### config.mk
export PLATFORM = sky130hd
export DESIGN_NAME = calendar_date_adder
export DESIGN_NICKNAME = d
export VERILOG_FILES = /design/src/rtl/cda_pkg.sv /design/src/rtl/cda_seq.sv /design/src/rtl/cda_dp.sv /design/src/rtl/calendar_date_adder.sv
export SDC_FILE = /design/constraint.sdc
export NUM_CORES = 1
export LEC_CHECK = 0
export BUFFER_PORTS_ARGS = -buffer_cell sky130_fd_sc_hd__buf_2
export CELL_PAD_IN_SITES_DETAIL_PLACEMENT = 2
export CELL_PAD_IN_SITES_GLOBAL_PLACEMENT = 2
export CORE_MARGIN = 1.5
export CORE_UTILIZATION = 43
export CTS_CLUSTER_SIZE = 20
export DETAILED_ROUTE_END_ITERATION = 7
export GPL_ROUTABILITY_DRIVEN = 0
export PLACE_DENSITY = 0.9
export SYNTH_ARGS = -nofsm -noshare
export SYNTH_HDL_FRONTEND = slang
export SYNTH_SLANG_ARGS = --single-unit
### constraint.sdc
create_clock -name i_clk -period 15.2 [get_ports i_clk]
set_input_delay 0.76 -clock i_clk [delete_from_list [all_inputs] [get_ports i_clk]]
set_output_delay 0.76 -clock i_clk [all_outputs]
set_load 0.02 [all_outputs]
### src/rtl/cda_pkg.sv
package cda_pkg;

    // Year window and calendar constants
    localparam logic [11:0] YEAR_MIN        = 12'd1800;
    localparam logic [11:0] YEAR_MAX        = 12'd2200;
    localparam logic [3:0]  MONTHS_PER_YEAR = 4'd12;
    localparam logic [3:0]  MONTH_FEB       = 4'd2;
    localparam logic [3:0]  MONTH_MAR       = 4'd3;
    localparam logic [4:0]  DAY_LEAP        = 5'd29;

    localparam int unsigned PC_W = 5;
    typedef logic [PC_W-1:0] t_pc;

    typedef enum logic [1:0] {
        CMD_SET        = 2'd0,
        CMD_ADD_DAYS   = 2'd1,
        CMD_ADD_MONTHS = 2'd2,
        CMD_ADD_YEARS  = 2'd3
    } t_cmd;

    typedef enum logic [1:0] {
        ST_OK         = 2'd0,
        ST_BAD_DATE   = 2'd1,
        ST_NEG_AMOUNT = 2'd2,
        ST_YEAR_RANGE = 2'd3
    } t_status;

    // Datapath operations, one per microword
    typedef enum logic [3:0] {
        OP_NOP,
        OP_SET_LOAD,
        OP_LOAD,
        OP_DAY_STEP,
        OP_MON_IDX,
        OP_MON_STEP,
        OP_MON_SETM,
        OP_CLAMP,
        OP_YR_ADD,
        OP_YR_FIX
    } t_op;

    // Branch conditions
    typedef enum logic [3:0] {
        C_NONE,
        C_ALWAYS,
        C_AMT_NEG,
        C_N_ZERO,
        C_Y_OK,
        C_Y_OVER,
        C_N_LT12,
        C_SET_BAD,
        C_YS_BAD
    } t_cond;

    // Finish actions: end the program and report a status
    typedef enum logic [2:0] {
        FIN_NONE,
        FIN_OK,
        FIN_BAD_DATE,
        FIN_NEG,
        FIN_RANGE
    } t_fin;

    typedef struct packed {
        t_op   op;
        t_cond cond;
        t_pc   target;
        t_fin  fin;
    } t_uword;

    // Sequencer to datapath control
    typedef struct packed {
        t_op  op;
        logic fire;
        t_fin fin;
    } t_ctrl;

    // Datapath to sequencer flags
    typedef struct packed {
        logic amt_neg;
        logic n_zero;
        logic y_ok;
        logic n_lt12;
        logic set_bad;
        logic ys_bad;
    } t_flags;

    // Microprogram addresses
    localparam t_pc A_SET    = 5'd0;
    localparam t_pc A_COMMIT = 5'd1;
    localparam t_pc A_BAD    = 5'd2;
    localparam t_pc A_NEG    = 5'd3;
    localparam t_pc A_RANGE  = 5'd4;
    localparam t_pc A_DAYS   = 5'd5;
    localparam t_pc A_DLOOP  = 5'd6;
    localparam t_pc A_DCHK   = 5'd7;
    localparam t_pc A_DFAIL  = 5'd8;
    localparam t_pc A_MONTHS = 5'd9;
    localparam t_pc A_MIDX   = 5'd10;
    localparam t_pc A_MLOOP  = 5'd11;
    localparam t_pc A_MTEST  = 5'd12;
    localparam t_pc A_MSTEP  = 5'd13;
    localparam t_pc A_MFIN   = 5'd14;
    localparam t_pc A_MCLAMP = 5'd15;
    localparam t_pc A_YEARS  = 5'd16;
    localparam t_pc A_YCHK   = 5'd17;
    localparam t_pc A_YFIX   = 5'd18;

    // Leap rule, exact for the years 1800 to 2201 that reach it
    function automatic logic is_leap(input logic [11:0] y);
        logic century_common;
        century_common = (y == 12'd1800) || (y == 12'd1900) ||
                         (y == 12'd2100) || (y == 12'd2200);
        return (y[1:0] == 2'b00) && !century_common;
    endfunction

    function automatic logic [4:0] month_len(input logic [3:0] m, input logic [11:0] y);
        logic [4:0] len;
        case (m)
            4'd2:                      len = is_leap(y) ? 5'd29 : 5'd28;
            4'd4, 4'd6, 4'd9, 4'd11:   len = 5'd30;
            default:                   len = 5'd31;
        endcase
        return len;
    endfunction

    function automatic t_uword uw(input t_op op, input t_cond cond, input t_pc target,
                                  input t_fin fin);
        t_uword w;
        w.op     = op;
        w.cond   = cond;
        w.target = target;
        w.fin    = fin;
        return w;
    endfunction

    // Control store
    function automatic t_uword rom(input t_pc pc);
        t_uword w;
        unique case (pc)
            A_SET:    w = uw(OP_SET_LOAD, C_SET_BAD, A_BAD,    FIN_NONE);
            A_COMMIT: w = uw(OP_NOP,      C_NONE,    A_COMMIT, FIN_OK);
            A_BAD:    w = uw(OP_NOP,      C_NONE,    A_BAD,    FIN_BAD_DATE);
            A_NEG:    w = uw(OP_NOP,      C_NONE,    A_NEG,    FIN_NEG);
            A_RANGE:  w = uw(OP_NOP,      C_NONE,    A_RANGE,  FIN_RANGE);
            A_DAYS:   w = uw(OP_LOAD,     C_AMT_NEG, A_NEG,    FIN_NONE);
            A_DLOOP:  w = uw(OP_DAY_STEP, C_N_ZERO,  A_COMMIT, FIN_NONE);
            A_DCHK:   w = uw(OP_NOP,      C_Y_OK,    A_DLOOP,  FIN_NONE);
            A_DFAIL:  w = uw(OP_NOP,      C_ALWAYS,  A_RANGE,  FIN_NONE);
            A_MONTHS: w = uw(OP_LOAD,     C_AMT_NEG, A_NEG,    FIN_NONE);
            A_MIDX:   w = uw(OP_MON_IDX,  C_NONE,    A_MIDX,   FIN_NONE);
            A_MLOOP:  w = uw(OP_NOP,      C_Y_OVER,  A_RANGE,  FIN_NONE);
            A_MTEST:  w = uw(OP_NOP,      C_N_LT12,  A_MFIN,   FIN_NONE);
            A_MSTEP:  w = uw(OP_MON_STEP, C_ALWAYS,  A_MLOOP,  FIN_NONE);
            A_MFIN:   w = uw(OP_MON_SETM, C_NONE,    A_MFIN,   FIN_NONE);
            A_MCLAMP: w = uw(OP_CLAMP,    C_ALWAYS,  A_COMMIT, FIN_NONE);
            A_YEARS:  w = uw(OP_YR_ADD,   C_NONE,    A_YEARS,  FIN_NONE);
            A_YCHK:   w = uw(OP_NOP,      C_YS_BAD,  A_RANGE,  FIN_NONE);
            A_YFIX:   w = uw(OP_YR_FIX,   C_ALWAYS,  A_COMMIT, FIN_NONE);
            default:  w = uw(OP_NOP,      C_ALWAYS,  A_COMMIT, FIN_NONE);
        endcase
        return w;
    endfunction

    function automatic t_pc entry(input t_cmd cmd);
        t_pc pc;
        unique case (cmd)
            CMD_SET:        pc = A_SET;
            CMD_ADD_DAYS:   pc = A_DAYS;
            CMD_ADD_MONTHS: pc = A_MONTHS;
            CMD_ADD_YEARS:  pc = A_YEARS;
            default:        pc = A_SET;
        endcase
        return pc;
    endfunction

    function automatic t_status fin_status(input t_fin fin);
        t_status st;
        unique case (fin)
            FIN_BAD_DATE: st = ST_BAD_DATE;
            FIN_NEG:      st = ST_NEG_AMOUNT;
            FIN_RANGE:    st = ST_YEAR_RANGE;
            default:      st = ST_OK;
        endcase
        return st;
    endfunction

endpackage

### src/rtl/cda_seq.sv
module cda_seq (
    input  logic             i_clk,
    input  logic             i_rst_n,
    input  logic             i_start,
    input  cda_pkg::t_cmd    i_cmd,
    input  cda_pkg::t_flags  i_flags,
    input  logic             i_out_free,
    output logic             o_busy,
    output cda_pkg::t_ctrl   o_ctrl
);

    typedef enum logic {S_IDLE, S_RUN} t_state;

    t_state          r_state, n_state;
    cda_pkg::t_pc    r_pc, n_pc;
    cda_pkg::t_uword w;
    logic            take;

    // Fetch the microword and resolve its branch condition
    always_comb begin
        w = cda_pkg::rom(r_pc);
        unique case (w.cond)
            cda_pkg::C_NONE:    take = 1'b0;
            cda_pkg::C_ALWAYS:  take = 1'b1;
            cda_pkg::C_AMT_NEG: take = i_flags.amt_neg;
            cda_pkg::C_N_ZERO:  take = i_flags.n_zero;
            cda_pkg::C_Y_OK:    take = i_flags.y_ok;
            cda_pkg::C_Y_OVER:  take = !i_flags.y_ok;
            cda_pkg::C_N_LT12:  take = i_flags.n_lt12;
            cda_pkg::C_SET_BAD: take = i_flags.set_bad;
            cda_pkg::C_YS_BAD:  take = i_flags.ys_bad;
            default:            take = 1'b0;
        endcase
    end

    // Next step: dispatch on start, hold a finish step until the output slot frees
    always_comb begin
        n_state = r_state;
        n_pc    = r_pc;
        unique case (r_state)
            S_IDLE: begin
                if (i_start) begin
                    n_state = S_RUN;
                    n_pc    = cda_pkg::entry(i_cmd);
                end
            end
            S_RUN: begin
                if (w.fin != cda_pkg::FIN_NONE) begin
                    if (i_out_free) begin
                        n_state = S_IDLE;
                    end
                end else if (take) begin
                    n_pc = w.target;
                end else begin
                    n_pc = r_pc + 1'b1;
                end
            end
            default: n_state = S_IDLE;
        endcase
    end

    always_ff @(posedge i_clk) begin
        if (!i_rst_n) begin
            r_state <= S_IDLE;
            r_pc    <= cda_pkg::A_SET;
        end else begin
            r_state <= n_state;
            r_pc    <= n_pc;
        end
    end

    // Issue operations and the finish strobe only while a program runs
    always_comb begin
        o_busy      = (r_state == S_RUN);
        o_ctrl.op   = o_busy ? w.op : cda_pkg::OP_NOP;
        o_ctrl.fin  = w.fin;
        o_ctrl.fire = o_busy && (w.fin != cda_pkg::FIN_NONE) && i_out_free;
    end

endmodule

### src/rtl/cda_dp.sv
module cda_dp (
    input  logic                i_clk,
    input  logic                i_rst_n,
    input  cda_pkg::t_ctrl      i_ctrl,
    input  logic [4:0]          i_new_day,
    input  logic [3:0]          i_new_month,
    input  logic [11:0]         i_new_year,
    input  logic signed [15:0]  i_amount,
    output cda_pkg::t_flags     o_flags,
    output logic [4:0]          o_res_day,
    output logic [3:0]          o_res_month,
    output logic [11:0]         o_res_year
);

    localparam logic signed [16:0] YS_MIN = 17'sd1800;
    localparam logic signed [16:0] YS_MAX = 17'sd2200;

    // Held date
    logic [4:0]  r_hd;
    logic [3:0]  r_hm;
    logic [11:0] r_hy;
    // Working date, remaining amount and trial year sum
    logic [4:0]         r_d, n_d;
    logic [3:0]         r_m, n_m;
    logic [11:0]        r_y, n_y;
    logic [15:0]        r_n, n_n;
    logic signed [16:0] r_ys, n_ys;

    logic [4:0] len_cur;
    logic [4:0] len_new;
    logic [4:0] left;
    logic       commit;

    assign len_cur = cda_pkg::month_len(r_m, r_y);
    assign len_new = cda_pkg::month_len(i_new_month, i_new_year);
    assign left    = len_cur - r_d;

    // Execute the current micro-operation
    always_comb begin
        n_d  = r_d;
        n_m  = r_m;
        n_y  = r_y;
        n_n  = r_n;
        n_ys = r_ys;
        unique case (i_ctrl.op)
            cda_pkg::OP_NOP: begin
            end
            cda_pkg::OP_SET_LOAD: begin
                n_d = i_new_day;
                n_m = i_new_month;
                n_y = i_new_year;
            end
            cda_pkg::OP_LOAD: begin
                n_d = r_hd;
                n_m = r_hm;
                n_y = r_hy;
                n_n = i_amount;
            end
            cda_pkg::OP_DAY_STEP: begin
                // finish inside this month, or jump to the first of the next
                if (r_n <= 16'(left)) begin
                    n_d = r_d + r_n[4:0];
                    n_n = '0;
                end else begin
                    n_n = r_n - 16'(left) - 16'd1;
                    n_d = 5'd1;
                    if (r_m == cda_pkg::MONTHS_PER_YEAR) begin
                        n_m = 4'd1;
                        n_y = r_y + 12'd1;
                    end else begin
                        n_m = r_m + 4'd1;
                    end
                end
            end
            cda_pkg::OP_MON_IDX: begin
                n_n = r_n + 16'(r_m) - 16'd1;
            end
            cda_pkg::OP_MON_STEP: begin
                n_n = r_n - 16'(cda_pkg::MONTHS_PER_YEAR);
                n_y = r_y + 12'd1;
            end
            cda_pkg::OP_MON_SETM: begin
                n_m = r_n[3:0] + 4'd1;
            end
            cda_pkg::OP_CLAMP: begin
                if (r_d > len_cur) begin
                    n_d = len_cur;
                end
            end
            cda_pkg::OP_YR_ADD: begin
                n_d  = r_hd;
                n_m  = r_hm;
                n_ys = $signed({5'b0, r_hy}) + $signed({i_amount[15], i_amount});
            end
            cda_pkg::OP_YR_FIX: begin
                n_y = r_ys[11:0];
                // 29 Feb in a common year rolls to 1 Mar
                if (r_m == cda_pkg::MONTH_FEB && r_d == cda_pkg::DAY_LEAP &&
                    !cda_pkg::is_leap(r_ys[11:0])) begin
                    n_m = cda_pkg::MONTH_MAR;
                    n_d = 5'd1;
                end
            end
            default: begin
            end
        endcase
    end

    always_ff @(posedge i_clk) begin
        r_d  <= n_d;
        r_m  <= n_m;
        r_y  <= n_y;
        r_n  <= n_n;
        r_ys <= n_ys;
    end

    // Commit the working date on a successful finish
    assign commit = i_ctrl.fire && (i_ctrl.fin == cda_pkg::FIN_OK);

    always_ff @(posedge i_clk) begin
        if (!i_rst_n) begin
            r_hd <= 5'd1;
            r_hm <= 4'd1;
            r_hy <= 12'd2001;
        end else if (commit) begin
            r_hd <= r_d;
            r_hm <= r_m;
            r_hy <= r_y;
        end
    end

    // Date reported with the finish
    always_comb begin
        if (i_ctrl.fin == cda_pkg::FIN_OK) begin
            o_res_day   = r_d;
            o_res_month = r_m;
            o_res_year  = r_y;
        end else begin
            o_res_day   = r_hd;
            o_res_month = r_hm;
            o_res_year  = r_hy;
        end
    end

    // Branch flags
    always_comb begin
        o_flags.amt_neg = i_amount[15];
        o_flags.n_zero  = (r_n == '0);
        o_flags.y_ok    = (r_y <= cda_pkg::YEAR_MAX);
        o_flags.n_lt12  = (r_n < 16'(cda_pkg::MONTHS_PER_YEAR));
        o_flags.set_bad = (i_new_year < cda_pkg::YEAR_MIN) ||
                          (i_new_year > cda_pkg::YEAR_MAX) ||
                          (i_new_month == 4'd0) ||
                          (i_new_month > cda_pkg::MONTHS_PER_YEAR) ||
                          (i_new_day == 5'd0) ||
                          (i_new_day > len_new);
        o_flags.ys_bad  = (r_ys < YS_MIN) || (r_ys > YS_MAX);
    end

endmodule

### src/rtl/calendar_date_adder.sv
// Channel  Handshake                  Payload
// input    i_in_valid / o_in_ready    i_command, i_new_day, i_new_month, i_new_year, i_amount
// output   o_out_valid / i_out_ready  o_cur_day, o_cur_month, o_cur_year, o_status
//
// One transaction at a time, run by a microprogram of one step per cycle while the finish
// step is not held. Add months walks the amount one year at a time, add days one month at
// a time.
// Reset restores 1 Jan 2001 and empties the output register.
// A finished result waits in the output register; the next transaction is taken meanwhile,
// and its finish step holds only while the previous result is still untaken.
module calendar_date_adder (
    input  logic               i_clk,
    input  logic               i_rst_n,
    input  logic               i_in_valid,
    output logic               o_in_ready,
    input  logic [1:0]         i_command,
    input  logic [4:0]         i_new_day,
    input  logic [3:0]         i_new_month,
    input  logic [11:0]        i_new_year,
    input  logic signed [15:0] i_amount,
    output logic               o_out_valid,
    input  logic               i_out_ready,
    output logic [4:0]         o_cur_day,
    output logic [3:0]         o_cur_month,
    output logic [11:0]        o_cur_year,
    output logic [1:0]         o_status
);

    logic               busy;
    logic               start;
    logic               out_free;
    cda_pkg::t_ctrl     ctrl;
    cda_pkg::t_flags    flags;
    logic [4:0]         res_day;
    logic [3:0]         res_month;
    logic [11:0]        res_year;

    // Latched command operands
    logic [4:0]         r_new_day;
    logic [3:0]         r_new_month;
    logic [11:0]        r_new_year;
    logic signed [15:0] r_amount;

    // Output register
    logic               r_out_valid;
    logic [4:0]         r_day;
    logic [3:0]         r_month;
    logic [11:0]        r_year;
    logic [1:0]         r_status;

    assign o_in_ready = !busy;
    assign start      = i_in_valid && o_in_ready;
    assign out_free   = !r_out_valid || i_out_ready;

    // Capture operands on accept
    always_ff @(posedge i_clk) begin
        if (start) begin
            r_new_day   <= i_new_day;
            r_new_month <= i_new_month;
            r_new_year  <= i_new_year;
            r_amount    <= i_amount;
        end
    end

    cda_seq u_seq (
        .i_clk      (i_clk),
        .i_rst_n    (i_rst_n),
        .i_start    (start),
        .i_cmd      (cda_pkg::t_cmd'(i_command)),
        .i_flags    (flags),
        .i_out_free (out_free),
        .o_busy     (busy),
        .o_ctrl     (ctrl)
    );

    cda_dp u_dp (
        .i_clk       (i_clk),
        .i_rst_n     (i_rst_n),
        .i_ctrl      (ctrl),
        .i_new_day   (r_new_day),
        .i_new_month (r_new_month),
        .i_new_year  (r_new_year),
        .i_amount    (r_amount),
        .o_flags     (flags),
        .o_res_day   (res_day),
        .o_res_month (res_month),
        .o_res_year  (res_year)
    );

    // Load the result on finish, drop it once taken
    always_ff @(posedge i_clk) begin
        if (!i_rst_n) begin
            r_out_valid <= 1'b0;
        end else if (ctrl.fire) begin
            r_out_valid <= 1'b1;
        end else if (i_out_ready) begin
            r_out_valid <= 1'b0;
        end
    end

    always_ff @(posedge i_clk) begin
        if (ctrl.fire) begin
            r_day    <= res_day;
            r_month  <= res_month;
            r_year   <= res_year;
            r_status <= cda_pkg::fin_status(ctrl.fin);
        end
    end

    assign o_out_valid = r_out_valid;
    assign o_cur_day   = r_day;
    assign o_cur_month = r_month;
    assign o_cur_year  = r_year;
    assign o_status    = r_status;

endmodule

; ---- Word-level counts from Yosys, hierarchy flattened
; Memory sizes are Yosys's and may differ from the RTL's. A register that Yosys moved wholly into a read port is not among the register bits.
; Cells that the tools add are included.
[word_totals]
regBits = 142
mem_bits_ro = 512
out_inout_bits = 25
n_memories = 1
[mem_list]
columns = memory, depth, word_bits, read_ports, rd_clocked_by_memory_dff, write_ports, line
row1 = (no name shown), 32, 16, 1, 1, 0, cda_pkg.sv:140  ; unique case (pc)
[classes]
n_addsub = 12
n_lt_le_gt_ge = 10
n_eq_ne = 54
n_mux = 36
bitwise_logic = 1
n_reduce_logical = 52
[ops]
columns = op, count
row1 = == test 12 x 11 -> 1 bit (second input constant), 6
row2 = == test 12 bit (second input constant), 6
row3 = case mux 16 bit (4 select lines), 1
row4 = case mux 12 bit (5 select lines), 1
row5 = == test 4 x 3 -> 1 bit (second input constant), 12
row6 = two-way mux 5 bit, 9
row7 = two-way mux 12 bit, 3
row8 = == test 4 bit (second input constant), 8
row9 = subtractor 16 x 1 -> 16 bit (second input constant), 2
row10 = case mux 5 bit (2 select lines), 3
row11 = case mux 5 bit (5 select lines), 1
row12 = == test 4 x 2 -> 1 bit (second input constant), 6
row13 = two-way mux 4 bit, 5
row14 = case mux 4 bit (5 select lines), 1
row15 = case mux 5 bit (4 select lines), 1
row16 = adder 13 x 16 -> 17 bit, 1
row17 = > comparator 17 x 13 -> 1 bit (second input constant), 1
row18 = less-than comparator 17 x 12 -> 1 bit (second input constant), 1
row19 = adder 16 x 4 -> 16 bit, 1
row20 = <= comparator 16 x 5 -> 1 bit, 1
row21 = zero test 16 bit, 1
row22 = logical OR 1 bit, 16
row23 = less-than comparator 16 x 4 -> 1 bit (second input constant), 1
row24 = two-way mux 16 bit, 1
row25 = 39 further kinds, 76

; ---- Logic depth before layout (Yosys ltp)
; Gate-level depths: netlist of the first run.
[logic_depth]
depth_word = 16
ltp_mapped = 26
ltp_nobuf = 26

; ---- By module
; From an unflattened synthesis of the first run, not the netlist that was laid out.
[unflattened]
hier_cells = 1048
area_unflattened_um2 = 10432.5
[modules_own_cells]
columns = module, instances, cells_per_inst, area_per_inst_um2
row1 = cda_dp, 1, 813, 7069.3
row2 = calendar_date_adder, 1, 70, 1884.3
row3 = cda_seq, 1, 165, 1478.9

; ---- Least setup slack after synthesis of the first run
; Ideal clock, no wire load.
[synth_timing]
path_type = flip-flop to flip-flop
from = reg u_dp.r_y[0]
to = reg u_dp.r_y[0], enable pin
setup_ns = 0.402
t_arrival_ns = 4.423
required_time_ns = 14.798
path_slack_ns = 10.375
stages_incl_launch_ff = 23
cell_sequence = edfxtp_1 > inv_1 > ha_1 > nand4_1 > nor4b_1 > nand2_1 > nand2_1 > nand3_1 > a21oi_1 > o21ai_0 > nand2_1 > o21a_1 > ha_1 > fa_1 > ha_1 > nor2b_1 > o21a_1 > o21a_1 > o21a_1 > o41ai_1 > a21oi_1 > nor2b_1 > a221oi_1
[synth_between]
elab_chain_len = 12
elab_cells_between_ends = 16
[synth_lines]
columns = item, line
row1 = start: declaration, cda_dp.sv:25  ; logic [11:0] r_y, n_y;
row2 = start signal: assignment, cda_dp.sv:112  ; r_y <= n_y;
row3 = == test 12 x 11 -> 1 bit, cda_pkg.sv:112  ; century_common = (y == 12'd1800) || (y == 12'd1900) ||
row4 = logical OR 1 bit (2 in series), cda_pkg.sv:112
row5 = logical OR 1 bit, cda_pkg.sv:113  ; (y == 12'd2100) || (y == 12'd2200);
row6 = zero test 1 bit, cda_pkg.sv:114  ; return (y[1:0] == 2'b00) && !century_common;
row7 = logical AND 1 bit (*), cda_pkg.sv:114
row8 = two-way mux 1 bit (*), cda_pkg.sv:120  ; 4'd2: len = is_leap(y) ? 5'd29 : 5'd28;
row9 = case mux 5 bit (2 select lines) (*), cda_pkg.sv:119  ; case (m)
row10 = subtractor 5 bit (*), cda_dp.sv:36  ; assign left = len_cur - r_d;
row11 = <= comparator 16 x 5 -> 1 bit (*), cda_dp.sv:61  ; if (r_n <= 16'(left)) begin
row12 = != test 2 bit (no source line) (*), -
row13 = AND reduction 3 bit (no source line) (*), -
; Every way passes the cells marked *; elsewhere a longest branch is shown, timed or not.
; A chain may end at the register's enable or synchronous reset.

; ---- Worst setup path in the final report of the first run
[layout_timing]
from = reg u_dp.r_y[1]
to = reg u_dp.r_n[11], data pin
[layout_between]
elab_chain_len = 13
elab_cells_between_ends = 18
[layout_lines]
columns = item, line
row1 = == test 12 x 11 -> 1 bit, cda_pkg.sv:112
row2 = logical OR 1 bit (2 in series), cda_pkg.sv:112
row3 = logical OR 1 bit, cda_pkg.sv:113
row4 = zero test 1 bit, cda_pkg.sv:114
row5 = logical AND 1 bit (*), cda_pkg.sv:114
row6 = two-way mux 1 bit (*), cda_pkg.sv:120
row7 = case mux 5 bit (2 select lines) (*), cda_pkg.sv:119
row8 = subtractor 5 bit (*), cda_dp.sv:36
row9 = subtractor 16 x 5 -> 16 bit, cda_dp.sv:65  ; n_n = r_n - 16'(left) - 16'd1;
row10 = subtractor 16 x 1 -> 16 bit, cda_dp.sv:65
row11 = two-way mux 16 bit (*), cda_dp.sv:61
row12 = case mux 16 bit (4 select lines) (*), cda_dp.sv:45  ; unique case (i_ctrl.op)
row13 = net u_dp.n_n[11], cda_dp.sv:26  ; logic [15:0] r_n, n_n;
row14 = end signal: assignment, cda_dp.sv:113  ; r_n <= n_n;
row15 = end: declaration, cda_dp.sv:26
; The timed path passes the listed nets; every way through them passes the cells marked *.

==> results of run 1 <==
-- final timing paths --
kind | end
hold / removal | r_new_year[6]
setup reg to reg | u_dp.r_n[11]
setup / recovery | u_dp.r_n[11]
hold reg to reg | u_dp.r_hm[1]
-- stage by stage --
stage               hold WS [ns]  cells  power (mW)  util, %
global route               0.474   1347        1.78     49.0
floorplan                  0.446    991        1.04        -
global placement           0.461   1315        1.19     46.5
detailed placement         0.479   1315        1.23     46.5
finish                     0.479   1347        1.72     49.0
CTS                        0.472   1347        1.70     49.0
-- final cells by class --
type                       instances  area [sq um]  share of cell area (%)
inverter                          67           251                    2.27
multi-input combinational        727          5190                    46.8
tap                              285           357                    3.21
sequential                       158          4300                    38.8
clock buffer                      22           475                    4.28
clock inverter                    10           101                   0.913
timing repair buffer              78           418                    3.76
-- kinds of logic (layout without fill, tap and decap cells) --
| family | Yosys count | after routing | share of synthesized area [%] |
|---|---|---|---|
| AND/OR/NAND/NOR | 321 | 321 | 16.0 |
| AO/OA/AOI/OAI | 227 | 227 | 16.1 |
| flip-flops | 158 | 158 | 43.5 |
| buffers and inverters | 106 | 177 | 4.23 |
| adder cells (fa/ha/maj) | 84 | 84 | 11.0 |
| XOR/XNOR | 64 | 64 | 5.66 |
| multiplexers | 31 | 31 | 3.50 |
-- cells in the final DEF, fill, tap and decap left out, types with 9 or more instances in the layout --
master	n
nor2_1	57
a21o_1	10
nand4_1	11
edfxtp_1	114
inv_1	65
buf_2	67
mux2_2	21
dfxtp_1	44
xnor2_1	48
xor2_1	16
nor3_1	19
nand2_1	113
ha_1	79
a211oi_1	11
nand3_1	40
buf_4	11
a221oi_1	11
nor2b_1	9
o21ai_0	36
a21oi_1	59
a222oi_1	16
clkbuf_16	18
nand2b_1	15
-- power groups by stage --
stage	clock network, mW	registers, mW	logic, mW
after floorplan	0	0.603	0.440
after global placement	0	0.637	0.550
after detailed placement	0	0.645	0.589
after CTS	0.441	0.641	0.619
after global routing	0.456	0.651	0.675
final	0.441	0.647	0.628
-- state kept, by name, summed over array words and instances, names as in the netlist --
register / cells
u_seq.r_pc: 5
u_dp.r_n: 16
r_new_day: 5
u_dp.r_ys: 17
r_new_year: 12
o_status: 2
u_dp.r_d: 5
r_amount: 16
r_new_month: 4
o_cur_year: 12
u_dp.r_hy: 12
u_dp.r_hd: 5
u_dp.r_y: 12
o_cur_day: 5
u_seq.o_busy: 1
u_dp.r_hm: 4
o_out_valid: 1
u_dp.r_m: 4
o_cur_month: 4
u_seq.w: 16
-- per-layer routing --
layer	global-route usage, %	vias to the layer above	share of wire [%]
met5	0	-	0
met4	20.7	0	5.6
met3	5.55	147	6.0
met2	57.2	459	50
met1	37.8	4418	38
li1	-	3777	-
==> out/summary.txt, run 1 <==
CTS clk-pin slew, worst paths -> 0.07 ns
sequential share of power -> 37.7%
MaxCap Viol Count -> 0
Yosys top cell area share -> 34.6%
worst-case clock buffer depth -> 2
Async SR Flop Fraction -> 0%
GR Overflow Total -> 0
die area -> 24000 sq um
Reg2Reg Depth -> 24
placed wire-length estimate -> 25700 um
post-layout min period -> 5.90 ns
R2R setup slack -> 9.30 ns
CP max FO -> 13
Final Slew Violations -> 0
P&R area growth vs syn -> 12.1%
Synth Instances -> 991
Hold Path Stages -> 1
Critical Path RT -> 15.35 ns
pre-CTS setup slack -> 9.71 ns
Tcrit/Tclk final -> 38.8%
Mapped Nets -> 1118
largest delay contributor family on the critical path -> compound AO/OA/AOI/OAI gates
crit-path cells -> inv_1, ha_1, nand4_1, nor4b_1, nand2_1, nand2_1, nand3_1, a21oi_1, o21ai_0, nand2_1, o21a_1, ha_1, fa_1, ha_1, nor2b_1, o21a_1, o21a_1, o21a_1, o41ai_1, a21oi_1, and2_1, a221o_1, a22oi_1, o21ai_0
core footprint -> 22600 sq um
HP Class -> in -> reg
ANT nets after route -> 0
Yosys cell types -> 83
antenna cells -> 0
H-tree depth -> 4
worst setup margin -> 9.30 ns
count leader, synth -> edfxtp_1
post-synth top area cell -> edfxtp_1
router iterations before antenna repair -> 8
Final nets -> 1176
CTS sink cnt -> 158
setup violators final -> 0
gr usage total -> 32.9%
crit start category -> flop
Worst Setup End Kind -> flop
switching share of power -> 39.9%
Fmax -> 170 MHz
Filler cells -> 2337
Die W -> 155 um
CP Data Arrival Time -> 6.05 ns
post-DR vias/cell -> 6.53
Ys Warns -> 0
RR Startpoint -> u_dp.r_y[1]
Tightest Pin Transition -> 1.01 ns
worst hold start -> i_new_year[6]
Critical Path Start -> u_dp.r_y[1]
Initial Util -> 43.7%
Net Sw Power -> 0.685 mW
worst vdd ir -> 76.3 uV
Max Clock Skew -> 0.0200 ns
CP max stage delay -> 0.49 ns
pwr/cell area -> 154 nW/um^2
Post-CTS Hold Fix Bufs -> 0
Internal Power -> 1.03 mW
Post-DP Area -> 10500 sq um
final hold violations -> 0
final instance area -> 11100 sq um
CP bufs+invs -> 1
RSZ-0062 raised after global routing -> false
largest net degree at the start of global routing -> 41
Max-slew headroom -> 31.7%
post-synthesis sequential area ratio -> 43.5%
ys flop type -> edfxtp_1
I/O Pins -> 68
Synth Cell Area -> 9900 sq um
Post-synth EDFFs -> 114
initial antenna violation count -> 0
LEAKAGE -> 4.39 nW
status -> finished, violations left
Clk Tree Root Cell -> clkbuf_16
global-route wire length before repair -> 58700 um
final setup TNS -> 0 ns
DRC violations left -> 1
Area contributors post-synth -> edfxtp_1 35%, ha_1 10%, dfxtp_1 8.9%
Detailed Route WL -> 38500 um
Setup CP Type -> reg -> reg
CTS tree -> done
# resized after CTS -> 0
Avg Cell Area, Syn -> 9.99 sq um
flops & latches, synth -> 158
Logic pwr share -> 36.6%
Die Y -> 155 um
via count -> 8801
Crit-path slowest cell -> fa_1
share of cells above drive strength 1 -> 14.3%
WP depth -> 24
Num CTS Buffers -> 17
Commonest cells post-synth -> 114 x edfxtp_1, 113 x nand2_1, 79 x ha_1, 66 x inv_1, 59 x a21oi_1
Clk pwr share -> 25.7%
vias in the first global route -> 9672
failing checks -> design-rule violations
PortBufs -> 67
CP most frequent cell -> o21a_1
Initial DRC Count -> 884
drt wl/cell -> 28.6 um
Site Rows -> 55
worst-skew pair later-pin latency -> 0.46 ns
postcts setup bufs -> 0
Power figures use the tool's default switching activity.
==> inputs of run 2 (changes only) <==
Settings changed: ABC_AREA set to 1, CORE_UTILIZATION 43 to 38, PLACE_DENSITY 0.9 to 0.85.
Clock period 15.2 ns to 5.9 ns, I/O delays scaled along.
==> run 2 against run 1 <==
  * The flow now finishes without violations
  * Fmax rose by 27%
  * Sequential power grew 130%
  * Highest routed layer unchanged
  * Worst setup slack got worse by 8.0 ns
  * Clock skew is 0.0049 ns lower
  * Sequential share of layout area fell by 2.0 points
  * Die area increased by 18%
  * Non-clock buffer count is 2 lower
  * Critical endpoint is now u_dp.r_y[5]
  * Clock power increased to 2.6 times the previous value
  * Via count grew 7.6%
  * Cell count grew 25%
  * Global-route usage decreased by 4.8 points
  * Critical path depth is 5 lower
==> out/summary.txt, run 2 <==
Initial DRC Count -> 652
status -> complete, no violations
commonest non-fill, non-tap cell in the layout -> nand2_1
global-route wire length before repair -> 60700 um
Yosys cell types -> 53
mux contribution to synthesized area -> 0%
drt wl/cell -> 23.0 um
CP Data Arrival Time -> 4.82 ns
post-synthesis sequential area ratio -> 41.5%
H-tree depth -> 4
Finished Layout Cells -> 1680
Synth Cell Area -> 10400 sq um
final instance area -> 11700 sq um
Initial Util -> 38.6%
worst-case clock buffer depth -> 2
final hold violations -> 0
antenna cells -> 0
R2R setup slack -> 1.27 ns
setup violators final -> 0
worst-skew pair later-pin latency -> 0.46 ns
CP max FO -> 12
Placed Instances -> 1643
ANT nets after route -> 0
Avg Cell Area, Syn -> 8.30 sq um
Num CTS Buffers -> 17
CP most frequent cell -> nand3_1
HP Class -> in -> reg
crit start category -> flop
Async SR Flop Fraction -> 0%
post-DR vias/cell -> 5.64
Filler cells -> 3049
CP max stage delay -> 0.69 ns
sequential share of power -> 39.4%
Net Sw Power -> 1.49 mW
fraction of the mapped netlist area in simple logic gates -> 23.0%
I/O Pins -> 68
Tcrit/Tclk final -> 78.4%
Area contributors post-synth -> edfxtp_1 33%, ha_1 9.5%, nand2_1 9.2%
Post-synth EDFFs -> 114
switching share of power -> 39.1%
Die W -> 168 um
Hold Path Stages -> 1
Critical Path RT -> 6.09 ns
Max-slew headroom -> 34.4%
Clk Tree Root Cell -> clkbuf_16
via count -> 9470
CTS sink cnt -> 158
P&R area growth vs syn -> 12.9%
Clk pwr share -> 29.5%
count leader, synth -> nand2_1
Site Rows -> 60
CTS clk-pin slew, worst paths -> 0.08 ns
Setup CP Type -> reg -> reg
Yosys top cell area share -> 33.0%
Synth Instances -> 1250
Internal Power -> 2.33 mW
router iterations before antenna repair -> 5
largest net degree at the start of global routing -> 40
crit-path cells -> inv_1, ha_1, nand2_1, o41ai_1, nand3_1, nand3_1, nand2_1, nand3_1, ha_1, o21ai_0, xor2_1, ha_1, nand2_1, inv_1, nand3_1, or4_1, a21oi_1, nor3_1, buf_4
Worst Setup End Kind -> flop
total power -> 3.82 mW
most frequent cells in the layout -> 253 x nand2_1, 188 x inv_1, 114 x edfxtp_1
GR Overflow Total -> 0
final core utilization -> 43.6%
# resized after CTS -> 0
Final nets -> 1453
core footprint -> 26900 sq um
pre-CTS setup slack -> 1.46 ns
MaxCap Viol Count -> 0
pwr/cell area -> 327 nW/um^2
gr usage total -> 28.2%
Logic pwr share -> 31.1%
Detailed Route WL -> 38600 um
CTS tree -> done
PortBufs -> 67
post-synth top area cell -> edfxtp_1
Post-DP Area -> 11100 sq um
Mapped Nets -> 1377
hold_ws -> 0.00620 ns
vias in the first global route -> 10500
XOR/XNOR Fraction of Synth Area -> 3.04%
RSZ-0062 raised after global routing -> false
Reg2Reg Depth -> 19
Die Y -> 168 um
worst setup margin -> 1.27 ns
Commonest cells post-synth -> 253 x nand2_1, 189 x inv_1, 114 x edfxtp_1, 85 x nor2_1, 79 x ha_1
initial antenna violation count -> 0
Ys Warns -> 0
DRC violations left -> 0
Tightest Pin Transition -> 0.978 ns
die area -> 28300 sq um
Compound-Gate Fraction of Synth Area -> 14.0%
number of flip-flops in the largest register -> 17
Crit-path slowest cell -> a21oi_1
ys flop type -> edfxtp_1
most flop-heavy register -> u_dp.r_ys
post-synthesis adder-cell area fraction -> 10.5%
worst vdd ir -> 190 uV
Final Slew Violations -> 0
flops & latches, synth -> 158
combinational family with the most area after synthesis -> simple AND/OR/NAND/NOR gates
LEAKAGE -> 5.21 nW
post-layout min period -> 4.63 ns
Max Clock Skew -> 0.0151 ns
Fmax -> 216 MHz
final setup TNS -> 0 ns
placed wire-length estimate -> 28400 um
share of cells above drive strength 1 -> 12.5%
-- run 2: changes by cell type in the layout (fill, tap and decap cells not counted), sizes merged, moves of 12 or more --
| cell | change |
|---|---|
| mux2 | -23 |
| nand3 | +36 |
| nand2 | +162 |
| o21ai | +38 |
| a21oi | +20 |
| nand2b | -15 |
| xor2 | +12 |
| nor3 | +15 |
| nor2 | +35 |
| a211oi | -12 |
| o2111ai | +17 |
| xnor2 | -40 |
| inv | +134 |
| a222oi | -16 |
-- run 2: cell type report --
cell class / count / area (sq um) / share of cell area, %
Multi-Input combinational cell: 872 / 5240 / 44.7
Sequential cell: 158 / 4300 / 36.8
Inverter: 201 / 756 / 6.45
Clock buffer: 21 / 475 / 4.06
Tap cell: 341 / 427 / 3.64
Timing Repair Buffer: 76 / 415 / 3.55
Clock inverter: 11 / 92.6 / 0.791
-- run 2: worst max-delay path, delay by kind of cell, from the launching register on --
family	cells	cell delay [ns]
AND/OR/NAND/NOR	9	1.21
AO/OA/AOI/OAI	3	1.21
adder cells (fa/ha/maj)	3	0.79
buffers and inverters	3	0.48
flip-flops	1	0.44
XOR/XNOR	1	0.22
-- run 2: path summary, 6_finish.rpt --
kind,from,end
max,u_dp.r_y[1],u_dp.r_y[5]
min,i_new_year[8],r_new_year[8]
max reg2reg,u_dp.r_y[1],u_dp.r_y[5]
min reg2reg,u_dp.r_hd[4],u_dp.r_hd[4]
-- run 2: routing by layer --
metal / track usage, % / routed length (um) / vias to the layer above
li1: - / - / 4402
met1: 33.6 / 16400 / 4803
met2: 51.8 / 20000 / 194
met3: 3.81 / 1170 / 71
met4: 9.55 / 992 / 0
met5: 0 / 0 / -
-- run 2: cell families after synthesis --
family,after synthesis
buffers and inverters,220
adders and majority gates,84
DFF,158
AOI/OAI and AO/OA,239
and+or+nand+nor,513
xor gates and xnor gates,36
-- run 2: power groups by stage --
| stage | clock, mW | sequential [mW] | combinational (mW) |
|---|---|---|---|
| floorplan | 0 | 1.48 | 0.796 |
| global placement | 0 | 1.51 | 1.08 |
| detailed placement | 0 | 1.52 | 1.15 |
| CTS | 1.13 | 1.50 | 1.19 |
| global route | 1.19 | 1.52 | 1.32 |
| finish | 1.13 | 1.51 | 1.19 |
-- run 2: what timing repair did --
item | CTS | global route
hold buffers | 1 | 4
setup endpoints to repair | 0 | 0
setup buffers | 0 | 0
hold endpoints to repair | 1 | 4
